[src/hdl/bfcc_pkg.sv]
// Shared types, constants and the CRC byte update for the bus frame CRC checker.
package bfcc_pkg;

	localparam logic [15:0] CRC_INIT      = 16'hFFFF;
	localparam logic [15:0] POLY_RESET    = 16'h1021;
	localparam logic [8:0]  POS_MAX       = 9'd511;
	localparam int          QUEUE_DEPTH   = 4;
	localparam int          QPTR_W        = $clog2(QUEUE_DEPTH);
	localparam int          QCNT_W        = $clog2(QUEUE_DEPTH + 1);

	typedef enum logic [1:0] {
		STATUS_OK     = 2'd0,
		STATUS_LENGTH = 2'd1,
		STATUS_CRC    = 2'd2
	} frame_status_t;

	typedef struct packed {
		logic [7:0] data_byte;
		logic       end_of_frame;
	} in_item_t;

	typedef struct packed {
		logic [7:0]    out_byte;
		logic [7:0]    out_index;
		logic [7:0]    dest_address;
		logic          frame_done;
		frame_status_t frame_status;
	} out_item_t;

	function automatic logic [15:0] crc_byte(input logic [15:0] crc_in,
		input logic [7:0] b_in, input logic [15:0] poly);
		logic [15:0] c;
		logic [7:0]  b;
		logic        fb;
		c = crc_in;
		b = b_in;
		for (int i = 0; i < 8; i++) begin
			fb = c[15] ^ b[7];
			c = {c[14:0], 1'b0};
			if (fb) begin
				c = c ^ poly;
			end
			b = {b[6:0], 1'b0};
		end
		return c;
	endfunction

endpackage

[src/hdl/bfcc_front.sv]
// Front end: frame parsing, CRC update and result word generation.
module bfcc_front (
	input  logic                 clk,
	input  logic                 arst_n,
	input  logic                 accept,
	input  bfcc_pkg::in_item_t   in_item,
	input  logic                 cfg_valid,
	input  logic [15:0]          cfg_data,
	output logic                 res_valid,
	output bfcc_pkg::out_item_t  res_word
);

	logic [15:0] poly_q;
	logic [8:0]  pos_q, pos_d;
	logic [15:0] crc_q, crc_d;
	logic [7:0]  len_q, len_d;
	logic [7:0]  dest_q, dest_d;
	logic [7:0]  crc_hi_q, crc_hi_d;
	logic        overrun_q, overrun_d;

	logic [7:0]  b;
	logic [7:0]  dest_now;
	logic [7:0]  len_now;
	logic [8:0]  crc_start;
	logic        in_span;
	logic        is_payload;
	logic        len_err;

	assign b = in_item.data_byte;

	always_comb begin
		dest_now   = (pos_q == 9'd0) ? b : dest_q;
		len_now    = (pos_q == 9'd1) ? b : len_q;
		crc_start  = {1'b0, len_now} + 9'd2;
		in_span    = (pos_q < 9'd2) || (pos_q < crc_start);
		is_payload = (pos_q >= 9'd2) && (pos_q < crc_start);
		len_err    = overrun_q || (pos_q != ({1'b0, len_now} + 9'd3));

		pos_d     = pos_q;
		crc_d     = crc_q;
		len_d     = len_now;
		dest_d    = dest_now;
		crc_hi_d  = crc_hi_q;
		overrun_d = overrun_q;

		res_valid             = 1'b0;
		res_word.out_byte     = 8'd0;
		res_word.out_index    = 8'd0;
		res_word.dest_address = dest_now;
		res_word.frame_done   = 1'b0;
		res_word.frame_status = bfcc_pkg::STATUS_OK;

		if (in_item.end_of_frame) begin
			res_valid           = 1'b1;
			res_word.frame_done = 1'b1;
			priority if (len_err) begin
				res_word.frame_status = bfcc_pkg::STATUS_LENGTH;
			end else if ({crc_hi_q, b} == crc_q) begin
				res_word.frame_status = bfcc_pkg::STATUS_OK;
			end else begin
				res_word.frame_status = bfcc_pkg::STATUS_CRC;
			end
			pos_d     = 9'd0;
			crc_d     = bfcc_pkg::CRC_INIT;
			len_d     = 8'd0;
			dest_d    = 8'd0;
			crc_hi_d  = 8'd0;
			overrun_d = 1'b0;
		end else begin
			priority if (in_span) begin
				crc_d = bfcc_pkg::crc_byte(crc_q, b, poly_q);
			end else if (pos_q == crc_start) begin
				crc_hi_d = b;
			end else if (pos_q > (crc_start + 9'd1)) begin
				overrun_d = 1'b1;
			end else begin
				crc_hi_d = crc_hi_q;
			end
			if (pos_q < bfcc_pkg::POS_MAX) begin
				pos_d = pos_q + 9'd1;
			end
			if (is_payload) begin
				res_valid          = 1'b1;
				res_word.out_byte  = b;
				res_word.out_index = 8'(pos_q - 9'd2);
			end
		end
	end

	always_ff @(posedge clk or negedge arst_n) begin
		if (!arst_n) begin
			poly_q <= bfcc_pkg::POLY_RESET;
		end else if (cfg_valid) begin
			poly_q <= cfg_data;
		end
	end

	always_ff @(posedge clk or negedge arst_n) begin
		if (!arst_n) begin
			pos_q     <= 9'd0;
			crc_q     <= bfcc_pkg::CRC_INIT;
			len_q     <= 8'd0;
			dest_q    <= 8'd0;
			crc_hi_q  <= 8'd0;
			overrun_q <= 1'b0;
		end else if (accept) begin
			pos_q     <= pos_d;
			crc_q     <= crc_d;
			len_q     <= len_d;
			dest_q    <= dest_d;
			crc_hi_q  <= crc_hi_d;
			overrun_q <= overrun_d;
		end
	end

endmodule

[config.mk]
export PLATFORM = sky130hd
export DESIGN_NAME = bfcc_front
export DESIGN_NICKNAME = d
export VERILOG_FILES = /design/src/hdl/bfcc_pkg.sv /design/src/hdl/bfcc_front.sv
export SDC_FILE = /design/constraint.sdc
export NUM_CORES = 1
export LEC_CHECK = 0
export ABC_AREA = 1
export BUFFER_PORTS_ARGS = -buffer_cell sky130_fd_sc_hd__buf_2
export CAP_MARGIN = 5
export CORE_MARGIN = 8
export CORE_UTILIZATION = 25
export DETAILED_ROUTE_END_ITERATION = 8
export GPL_TIMING_DRIVEN = 0
export HOLD_SLACK_MARGIN = 0.15
export SLEW_MARGIN = 20
export SYNTH_ARGS = -nofsm -noshare
export SYNTH_HDL_FRONTEND = slang
export SYNTH_SLANG_ARGS = --single-unit
[constraint.sdc]
create_clock -name clk -period 3.5 [get_ports clk]
set_input_delay 0.35 -clock clk [delete_from_list [all_inputs] [get_ports clk]]
set_output_delay 0.35 -clock clk [all_outputs]
set_load 0.02 [all_outputs]
**Word-level counts from Yosys, hierarchy flattened**

Index checks and enable logic that the tools add are counted.

- Bits of input ports: 29
- Output and inout port bits: 28
- Logic and storage cells: 95
- Flip-flop bits (word level): 66

- Muxes and demuxes: 44
- Bitwise gates (word level): 16
- Eq/ne operators: 6
- $add $sub $neg: 5
- Reduce and logical (&&, ||, !) cells: 12
- Order comparisons: 5

Operators by type and width:

| cell | number |
|---|---|
| $mux 16 | 26 |
| $xor 16x16->16 | 8 |
| $mux 8 | 7 |
| $add 8x2->9 const B | 2 |
| $add 9x1->9 const B | 2 |
| $mux 9 | 2 |
| $eq 16x16->1 | 1 |
| $eq 9x1->1 const B | 1 |
| $eq 9x9->1 | 1 |
| $ge 9x2->1 const B | 1 |
| $gt 9x9->1 | 1 |
| $logic_not 9->1 | 1 |
| $lt 9x2->1 const B | 1 |
| $lt 9x9->1 | 1 |
| $lt 9x9->1 const B | 1 |
| $ne 9x9->1 | 1 |
| $reduce_bool 2->1 | 4 |
| $sub 8x2->8 const B | 1 |
| $xor 1x1->1 | 8 |
| $mux 1 | 6 |
| $mux 2 | 2 |
| $ne 2x2->1 const B | 2 |
| $reduce_and 2->1 | 2 |
| $reduce_and 4->1 | 1 |
| 4 further kinds | 5 |

**Depth between registers and ports, before layout**

Gate-level depths: netlist (run 1).

- Depth after elaboration: 35
- Gate-level depth with buffers: 31
- Gate-level depth less buffers: 29

**Worst setup path before layout (run 1)**

OpenSTA, ideal clock, no wires.

- Kind: reg-to-output
- From: register pos_q[1]
- To: output port res_word[18] in the netlist's numbering
- Cell stages (with the launch flop): 22
- Data arrival time: 3.667 ns
- Required time: 3.150 ns
- Buffers on the path: 3
- Slack: -0.517 ns
- Cells stage by stage: dfrtp_1 inv_1 ha_1 nand2_1 nor2_1 nand2_2 buf_4 o21ai_2 inv_1 nor2_2 inv_1 o21ai_0 ha_1 a21oi_1 o221a_2 o21ai_1 nand2_1 nand2_1 or2_2 buf_2 buf_2 nor3_1

RTL lines:

| item | line | text |
|---|---|---|
| start: declaration | bfcc_front.sv:14 | `logic [8:0] pos_q, pos_d;` |
| start signal: assignment | bfcc_front.sv:107 | `pos_q <= pos_d;` |
| end: declaration | bfcc_front.sv:10 | `output bfcc_pkg::out_item_t res_word` |

==> reports/summary.log, run 1 <==
qor: drt.wirelength 22.35 mm
qor: global_routing.wire_length_of_the_first_global_routing_pass 35.80 mm
qor: setup_path.timing.critical_path.to_type primary output
qor: final_layout.antenna_cells_inserted 0
qor: global_routing.grtUsageMet1 16.85%
qor: logic_synthesis.synth_cell_types 44
qor: drt.post_drt_via_cell_ratio 4.636
qor: clock_network.clk_transition_reported_paths 0.06 ns
qor: clock_network.cts.htree.levels 3
qor: final_layout.layout.nets 1,281
qor: power.p_clk_share 14.0%
qor: logic_synthesis.ys_seq_elements 66
qor: clock_network.clock_path_buffers 2
qor: global_routing.grt_remaining_overflow 0
qor: setup_path.crit_path_start_kind flip-flop
qor: worst_hold_path.timing.hold.worst.class input pin to flip-flop
qor: global_routing.grt_antenna_before_repair 0
qor: timing.total_of_endpoints_with_negative_setup_slack_in_the_final_report 43
qor: power.internal_power 3.609 mW
qor: clock_network.clk_root_buffer_cell clkbuf_16
qor: power.ir_drop 0.3933 mV
qor: logic_synthesis.synth_edf_count 0
qor: timing.worst_pin_slew 0.7300 ns
qor: logic_synthesis.synth_warnings 0
qor: global_routing.global_route.usage.total 13.31%
qor: job.timing.max_cap.violations 0
qor: final_layout.area_growth_syn_to_layout 34.89%
qor: timing.grt_setup_unrepaired true
qor: clock_network.tritoncts.num_buffers 9
qor: timing.max_clock_freq 248.6 MHz
qor: placement.place.port_buffers 56
qor: drt.first_pass_iters 5
qor: floorplan.ioPinCount 57
qor: floorplan.initial_utilization 25.52%
qor: clock_network.insertion_delay 0.35 ns
qor: logic_synthesis.synthCells 1,096
qor: logic_synthesis.synth_nets 1,153
qor: clock_network.tritoncts built
qor: drt.vias 7,279
qor: power.power_share_of_the_sequential_group 14.9%
qor: global_routing.maximum_number_of_pins_on_one_net_before_global_route_repair 53
qor: drt.route.detailed.drc 0
qor: drt.detailedRoute.firstIterationViolations 455
qor: setup_path.criticalPathCategory flip-flop to primary output
qor: setup_path.crit_required 3.15 ns
qor: floorplan.die_height 181.9 um
qor: timing.period_share 114.9%
qor: final_layout.layout-drive-gt1-share 26.69%
qor: timing.report.final.slew_viol_count 0
qor: timing.hold-worst-slack 0.2030 ns
qor: logic_synthesis.asyncSetResetFlopFracSynth 100.0%
qor: placement.detailedPlacementHpwl 16.75 mm
qor: floorplan.placement_rows 60
qor: drt.routed_wire_length_per_instance 14.23 um
qor: power.p_switching 3.741 mW
qor: placement.pre_cts_slack -0.8015 ns
qor: floorplan.fp.coreArea 26,950 um^2
qor: floorplan.floorplan.die_area 33,070 um^2
qor: power.total_leakage_power 4.628 nW
qor: final_layout.final_instance_area 9278 um^2
qor: timing.post-route-min-period 4.022 ns
qor: final_layout.fillers 2,813
qor: setup_path.worstPathArrival 3.67 ns
qor: power.power.share.switching 50.90%
qor: clock_network.clock_sinks 66
qor: outcome.failed_checks setup timing
qor: setup_path.crit_fanout 6
qor: global_routing.top_usage_layer met2
qor: floorplan.die-width 181.9 um
qor: global_routing.met2_usage 23.27%
qor: logic_synthesis.sequential_fraction_of_the_synthesis_area 24.36%
qor: global_routing.grt_pass1_vias 6,910
qor: power.combinationalPowerShare 71.1%
qor: power.powerDensity 792.2 nW/um^2
qor: outcome.outcome finished, violations left
qor: placement.gp_routability_congestion 0.8756
qor: timing.final.setup.worst_slack -0.5220 ns
qor: timing.final.setup_skew 0.007371 ns
qor: timing.report.final.hold_viol_count 0
qor: logic_synthesis.syn_area_per_cell 6.275 um^2
qor: logic_synthesis.ys.flop_type dfrtp_1
qor: drt.drtAntennaViolNets 0
qor: global_routing.met3_usage 2.236%
qor: logic_synthesis.summed_instance_area_of_the_synthesized_netlist 6878 um^2
qor: timing.maxSlewHeadroom 51.33%
qor: placement.postPlaceCellArea 7737 um^2
-- layer usage --
metal | vias to the layer above | routed length [um]
met5 | - | 0
met4 | 0 | 250
met2 | 168 | 11200
li1 | 3676 | -
met3 | 23 | 1175
met1 | 3412 | 9724
-- state kept, by name (all words and copies together) (netlist names) --
signal     cells
crc_q         16
pos_q          9
overrun_q      1
len_q          8
crc_hi_q       8
dest_q         8
poly_q        16
-- what timing repair did --
item,in CTS,in global routing
cloned,2,2
setup buffers,43,19
endpoints found under the hold margin,14,0
hold buffers,1,0
endpoints found under the setup margin,44,44
pin swaps,25,31
gates resized for setup,123,78
-- critical path, cell delays in order (launching register included) --
cell and delay [ns]:
dfrtp_1 0.41, buf_6 0.15, nor3_4 0.21, nand2_4 0.13
buf_12 0.15, o21ai_4 0.23, inv_4 0.08, nor2_4 0.14
inv_4 0.06, o21ai_4 0.13, o21ai_4 0.09, ha_4 0.29
nand4_1 0.11, o221a_2 0.26, o21ai_1 0.13, nand2_1 0.09
nand2_2 0.09, or2_4 0.20, buf_6 0.14, nor3_2 0.04
buf_4 0.19
-- cells in the final DEF, fill, tap and decap left out, types with 14 or more instances in the layout --
| cell type | Yosys | layout |
|---|---|---|
| o21ai_0 | 58 | 50 |
| buf_6 | 3 | 33 |
| nand3_1 | 100 | 90 |
| buf_2 | 13 | 44 |
| dfstp_2 | 19 | 19 |
| nand2_2 | 15 | 26 |
| buf_4 | 6 | 56 |
| nand2_1 | 328 | 306 |
| xor2_1 | 48 | 47 |
| dfrtp_1 | 47 | 39 |
| inv_1 | 151 | 139 |
| o21ai_1 | 15 | 14 |
| ha_1 | 28 | 22 |
| xnor2_1 | 52 | 52 |
| clkbuf_1 | 17 | 17 |
| nand2_4 | 3 | 14 |
| inv_2 | 9 | 14 |
| nor2_4 | 1 | 14 |
| nor2_1 | 86 | 68 |
-- Yosys cell counts, drive strengths merged, types with 5 or more instances --
cell	n	area [um^2]
a21oi	15	75.07
buf	24	151.4
clkbuf	17	63.81
dfrtp	47	1176
dfstp	19	499.2
ha	28	350.3
inv	160	600.6
nand2	346	1359
nand3	103	530.5
nand4	11	68.82
nor2	95	397.9
nor3	20	110.1
o21ai	76	391.6
o22ai	10	62.56
or2	5	31.28
xnor2	52	455.4
xor2	48	420.4
-- final cells by class --
cell class	count	area, um^2	area share [%]
clock inverters	6	87.58	0.9440
inverters	163	629.4	6.784
clock buffers	10	239.0	2.576
multi-input cells	826	5002	53.92
plain buffers	40	262.8	2.832
flip-flops and latches	66	1685	18.17
repair buffers	118	944.7	10.18
well taps	341	426.7	4.599
-- power by group through the flow --
stage	Sequential (mW)	Clock [mW]	Combinational (mW)
5_1_grt	1.11	1.08	5.84
2_1_floorplan	1.06	0	3.72
3_3_place_gp	1.11	0	4.55
6_report	1.10	1.03	5.23
4_1_cts	1.10	1.04	4.96
3_5_place_dp	1.11	0	4.63
-- per-stage QoR --
stage,instances,utilization (%),TNS (ns),power (mW)
finish,1570,34.42,-11.85,7.350
global route,1570,34.42,-18.16,8.027
CTS,1556,32.84,-13.48,7.101
detailed placement,1494,28.71,-24.10,5.742
global placement,1493,28.60,-21.46,5.659
floorplan,1096,-,-0.3353,4.778
-- worst paths after layout --
kind	start	end	slack (ns)	cells past startpoint
worst max-delay path	pos_q[7]	res_word[17]	-0.52	20
worst min-delay path	cfg_data[1]	poly_q[1]	0.20	3
worst max register to register	pos_q[7]	overrun_q	-0.25	22
worst min register to register	len_q[3]	len_q[3]	0.50	2
max in group asynchronous	arst_n	crc_q[12]	2.49	3
min in group asynchronous	arst_n	poly_q[3]	0.40	2
-- kinds of logic after synthesis --
kind of cell	count (synthesis)	synth area share [%]
adders and majority gates	28	5.094
xor gates and xnor gates	100	12.73
DFF	66	24.36
and+or+nand+nor	588	37.07
AOI/OAI and AO/OA	110	8.714
buffers and inverters	204	12.02
Note: power is estimated with default switching activity, not from simulation.
==> inputs of run 2 (changes only) <==
--- a/config.mk
+++ b/config.mk
@@ -9,10 +9,10 @@
 export BUFFER_PORTS_ARGS = -buffer_cell sky130_fd_sc_hd__buf_2
 export CAP_MARGIN = 5
 export CORE_MARGIN = 8
-export CORE_UTILIZATION = 25
+export CORE_UTILIZATION = 45
 export DETAILED_ROUTE_END_ITERATION = 8
-export GPL_TIMING_DRIVEN = 0
 export HOLD_SLACK_MARGIN = 0.15
+export PLACE_DENSITY = 0.65
 export SLEW_MARGIN = 20
 export SYNTH_ARGS = -nofsm -noshare
 export SYNTH_HDL_FRONTEND = slang
==> run 2 against run 1 <==
Against the previous run: the flow still finishes with violations (setup timing); cell count is 9.3% lower; combinational power fell by 2%; critical path depth is 1 lower; fmax increased by 4.0%; non-clock buffer count up 6; clock-buffer cell count is 1 lower; global-route usage up 8.1 points; wire length decreased by 3.8%; register-to-register slack better by 0.15 ns; hold slack improved by 0.0041 ns; via count shrank 0.58%; design area down 2.3%; critical path type unchanged; largest power group unchanged; highest routed layer unchanged.
==> reports/summary.log, run 2 (synthesis gave the netlist of run 1 again) <==
qor: outcome.outcome finished, violations left
qor: outcome.failed_checks setup timing
qor: final_layout.layout_common_cells nand2_1 (305), inv_1 (139), buf_4 (100)
qor: global_routing.met3_usage 4.036% [+1.8 points]
qor: final_layout.fin_util 60.10% [+26 points]
qor: setup_path.worstPathCellList inv_2 -> nand2_4 -> nor3_4 -> nand2_4 -> buf_6 -> nand2_2 -> o21ai_4 -> ha_4 -> inv_1 -> ha_1 -> a21oi_2 -> o221a_2 -> o21ai_2 -> nand2_2 -> nand2_2 -> or2_4 -> buf_12 -> nor3_4 -> buf_6
qor: global_routing.grt_remaining_overflow 0 [unchanged]
qor: setup_path.crit_fanout 8 [+2]
qor: setup_path.worstPathArrival 3.52 ns [-0.15 ns]
qor: setup_path.timing.critical_path.mode_cell nand2_2
qor: timing.report.final.hold_viol_count 0 [unchanged]
qor: drt.first_pass_iters 5 [unchanged]
qor: floorplan.fp.coreArea 15,090 um^2 [-44%]
qor: placement.detailedPlacementHpwl 15.64 mm [-6.6%]
qor: timing.timing.setup.tns -5.676 ns [+6.170 ns]
qor: floorplan.placement_rows 45 [-25%]
qor: clock_network.clock_sinks 66 [unchanged]
qor: final_layout.fillers 1,372 [-51%]
qor: clock_network.cts.htree.levels 3 [unchanged]
qor: clock_network.tritoncts built
qor: placement.gp_routability_congestion 0.9067 [+3.6%]
qor: floorplan.initial_utilization 45.58% [+20 points]
qor: timing.max_clock_freq 258.6 MHz [+4.0%]
qor: timing.period_share 110.5% [-4.4 points]
qor: timing.worst_pin_slew 0.8627 ns [+0.1327 ns]
qor: floorplan.die-width 139.6 um [-23%]
qor: timing.final.setup.worst_slack -0.3672 ns [+0.1548 ns]
qor: global_routing.top_usage_layer met2
qor: final_layout.layout.nets 1,288 [+0.55%]
qor: drt.route.detailed.drc 0 [unchanged]
qor: drt.post_drt_via_cell_ratio 5.082 [+9.6%]
qor: clock_network.clk_transition_reported_paths 0.07 ns [about the same]
qor: final_layout.area_growth_syn_to_layout 31.85%
qor: setup_path.timing.reg2reg.worst_path_depth 26 [+18%]
qor: setup_path.critical-path-slowest-cell dfrtp_1
qor: setup_path.criticalPathCategory flip-flop to primary output
qor: setup_path.crit_path_start_kind flip-flop
qor: floorplan.ioPinCount 57 [unchanged]
qor: setup_path.timing.critical_path.slowest_cell_delay 0.39 ns [-0.02 ns]
qor: floorplan.floorplan.die_area 19,500 um^2 [-41%]
qor: global_routing.grtUsageMet1 27.81% [+11 points]
qor: setup_path.rr_startpoint pos_q[6]
qor: drt.routed_wire_length_per_instance 15.10 um [+6.1%]
qor: power.powerDensity 800.9 nW/um^2 [+1.1%]
qor: timing.maxSlewHeadroom 42.49% [-8.8 points]
qor: timing.final.setup_skew 0.01122 ns [+0.003849 ns]
qor: setup_path.timing.critical_path.to_type primary output
qor: final_layout.layout-drive-gt1-share 28.07% [+1.4 points]
qor: final_layout.leading_cell_type_in_the_layout_fill_and_taps_excluded nand2_1
qor: drt.drtAntennaViolNets 0 [unchanged]
qor: timing.total_of_endpoints_with_negative_setup_slack_in_the_final_report 39 [-9.3%]
qor: global_routing.met2_usage 35.12% [+12 points]
qor: global_routing.maximum_number_of_pins_on_one_net_before_global_route_repair 35 [-34%]
qor: setup_path.rr_endpoint crc_q[14]
qor: clock_network.clock_path_buffers 2 [unchanged]
qor: power.ir_drop 0.4743 mV [+21%]
qor: timing.post-route-min-period 3.867 ns [-0.1548 ns]
qor: setup_path.crit_required 3.15 ns [about the same]
qor: global_routing.wire_length_of_the_first_global_routing_pass 34.09 mm [-4.8%]
qor: worst_hold_path.hold_start cfg_data[15]
qor: final_layout.biggestRegsByFlops crc_q: 16 flops, poly_q: 16 flops, pos_q: 9 flops
qor: power.total_power 7.263 mW [-1.2%]
qor: clock_network.clk_root_buffer_cell clkbuf_16
qor: drt.vias 7,237 [-0.58%]
qor: timing.grt_setup_unrepaired true
qor: global_routing.grt_pass1_vias 6,896 [-0.20%]
qor: drt.detailedRoute.firstIterationViolations 502 [+10%]
qor: placement.place.port_buffers 56 [unchanged]
qor: global_routing.global_route.usage.total 21.45% [+8.1 points]
qor: global_routing.grt_antenna_before_repair 0 [unchanged]
qor: clock_network.tritoncts.num_buffers 9 [unchanged]
qor: worst_hold_path.worstHoldEndpoint poly_q[15]
qor: power.total_leakage_power 4.655 nW [+0.60%]
qor: worst_hold_path.timing.hold.worst.class input pin to flip-flop
qor: job.timing.max_cap.violations 0 [unchanged]
qor: drt.wirelength 21.51 mm [-3.8%]
qor: clock_network.insertion_delay 0.35 ns [about the same]
qor: placement.pre_cts_slack -0.1546 ns [+0.6469 ns]
qor: timing.report.final.slew_viol_count 0 [unchanged]
qor: floorplan.die_height 139.6 um [-23%]
qor: worst_hold_path.hold_path_depth 3 [unchanged]
qor: final_layout.antenna_cells_inserted 0 [unchanged]
qor: setup_path.ff2ff_setup_slack -0.10 ns [+0.15 ns]
## run 2: changes by cell type in the layout (fill, tap and decap cells not counted), moves of 4 or more
cell,previous run,this run
buf_2,44,37
buf_4,56,100
buf_6,33,22
clkbuf_1,17,0
dfrtp_1,39,46
dfrtp_2,8,1
ha_1,22,18
ha_4,6,10
inv_2,14,20
inv_4,7,1
o21ai_4,8,3
## run 2: report_power, final
part	total [mW]	switching [mW]	internal [mW]
sequential	1.12	0.160	0.963
clock	1.01	0.383	0.630
combinational	5.13	3.14	1.99
## run 2: how the worst max path moves through the flow
stage	slack [ns]	end	startpoint
2_1_floorplan	-0.09	res_word[18]	pos_q[1]
3_3_place_gp	-0.06	res_word[18]	pos_q[5]
3_5_place_dp	-0.15	res_word[18]	pos_q[5]
4_1_cts	-0.38	res_word[16]	pos_q[1]
5_1_grt	-0.50	res_word[13]	pos_q[5]
6_report	-0.37	res_word[13]	pos_q[6]
## run 2: critical path: cells and delay by family (launching register included)
| kind | cells | cell delay, ns |
|---|---|---|
| flops | 1 | 0.39 |
| simple gates | 8 | 1.08 |
| fa+ha+maj | 2 | 0.61 |
| compound gates | 4 | 0.51 |
| buf+inv | 5 | 0.59 |
## run 2: layout make-up
| type | count | area, um^2 | share of cell area, % |
|---|---|---|---|
| Inverter | 163 | 614.3 | 6.774 |
| Tap cell | 188 | 235.2 | 2.594 |
| Sequential cell | 66 | 1677 | 18.49 |
| Multi-Input combinational cell | 827 | 4949 | 54.57 |
| Clock buffer | 9 | 225.2 | 2.483 |
| Clock inverter | 7 | 100.1 | 1.104 |
| Timing Repair Buffer | 164 | 1269 | 13.99 |
## run 2: per-stage QoR
stage          hold WS (ns)  instances  cell area [um^2]
2_1_floorplan       0.05441       1096              7000
3_3_place_gp         0.4715       1377              7891
3_5_place_dp         0.4765       1377              7891
4_1_cts              0.1980       1410              8584
5_1_grt              0.2063       1424              9069
6_report             0.2072       1424              9069
## run 2: metal layers
metal  wire [um]  vias up
li1            -     3700
met3        1147       46
met5           0        -
met2        9985      228
met4         667        0
met1        9710     3263
## run 2: what timing repair did
action                                 4_1_cts  5_1_grt
pin swaps                                   18       37
endpoints found under the hold margin       25        0
hold buffers                                 1        0
resized for setup                           60       95
setup buffers                               16       13
setup endpoints to repair                   30       52
cloned                                       0        2
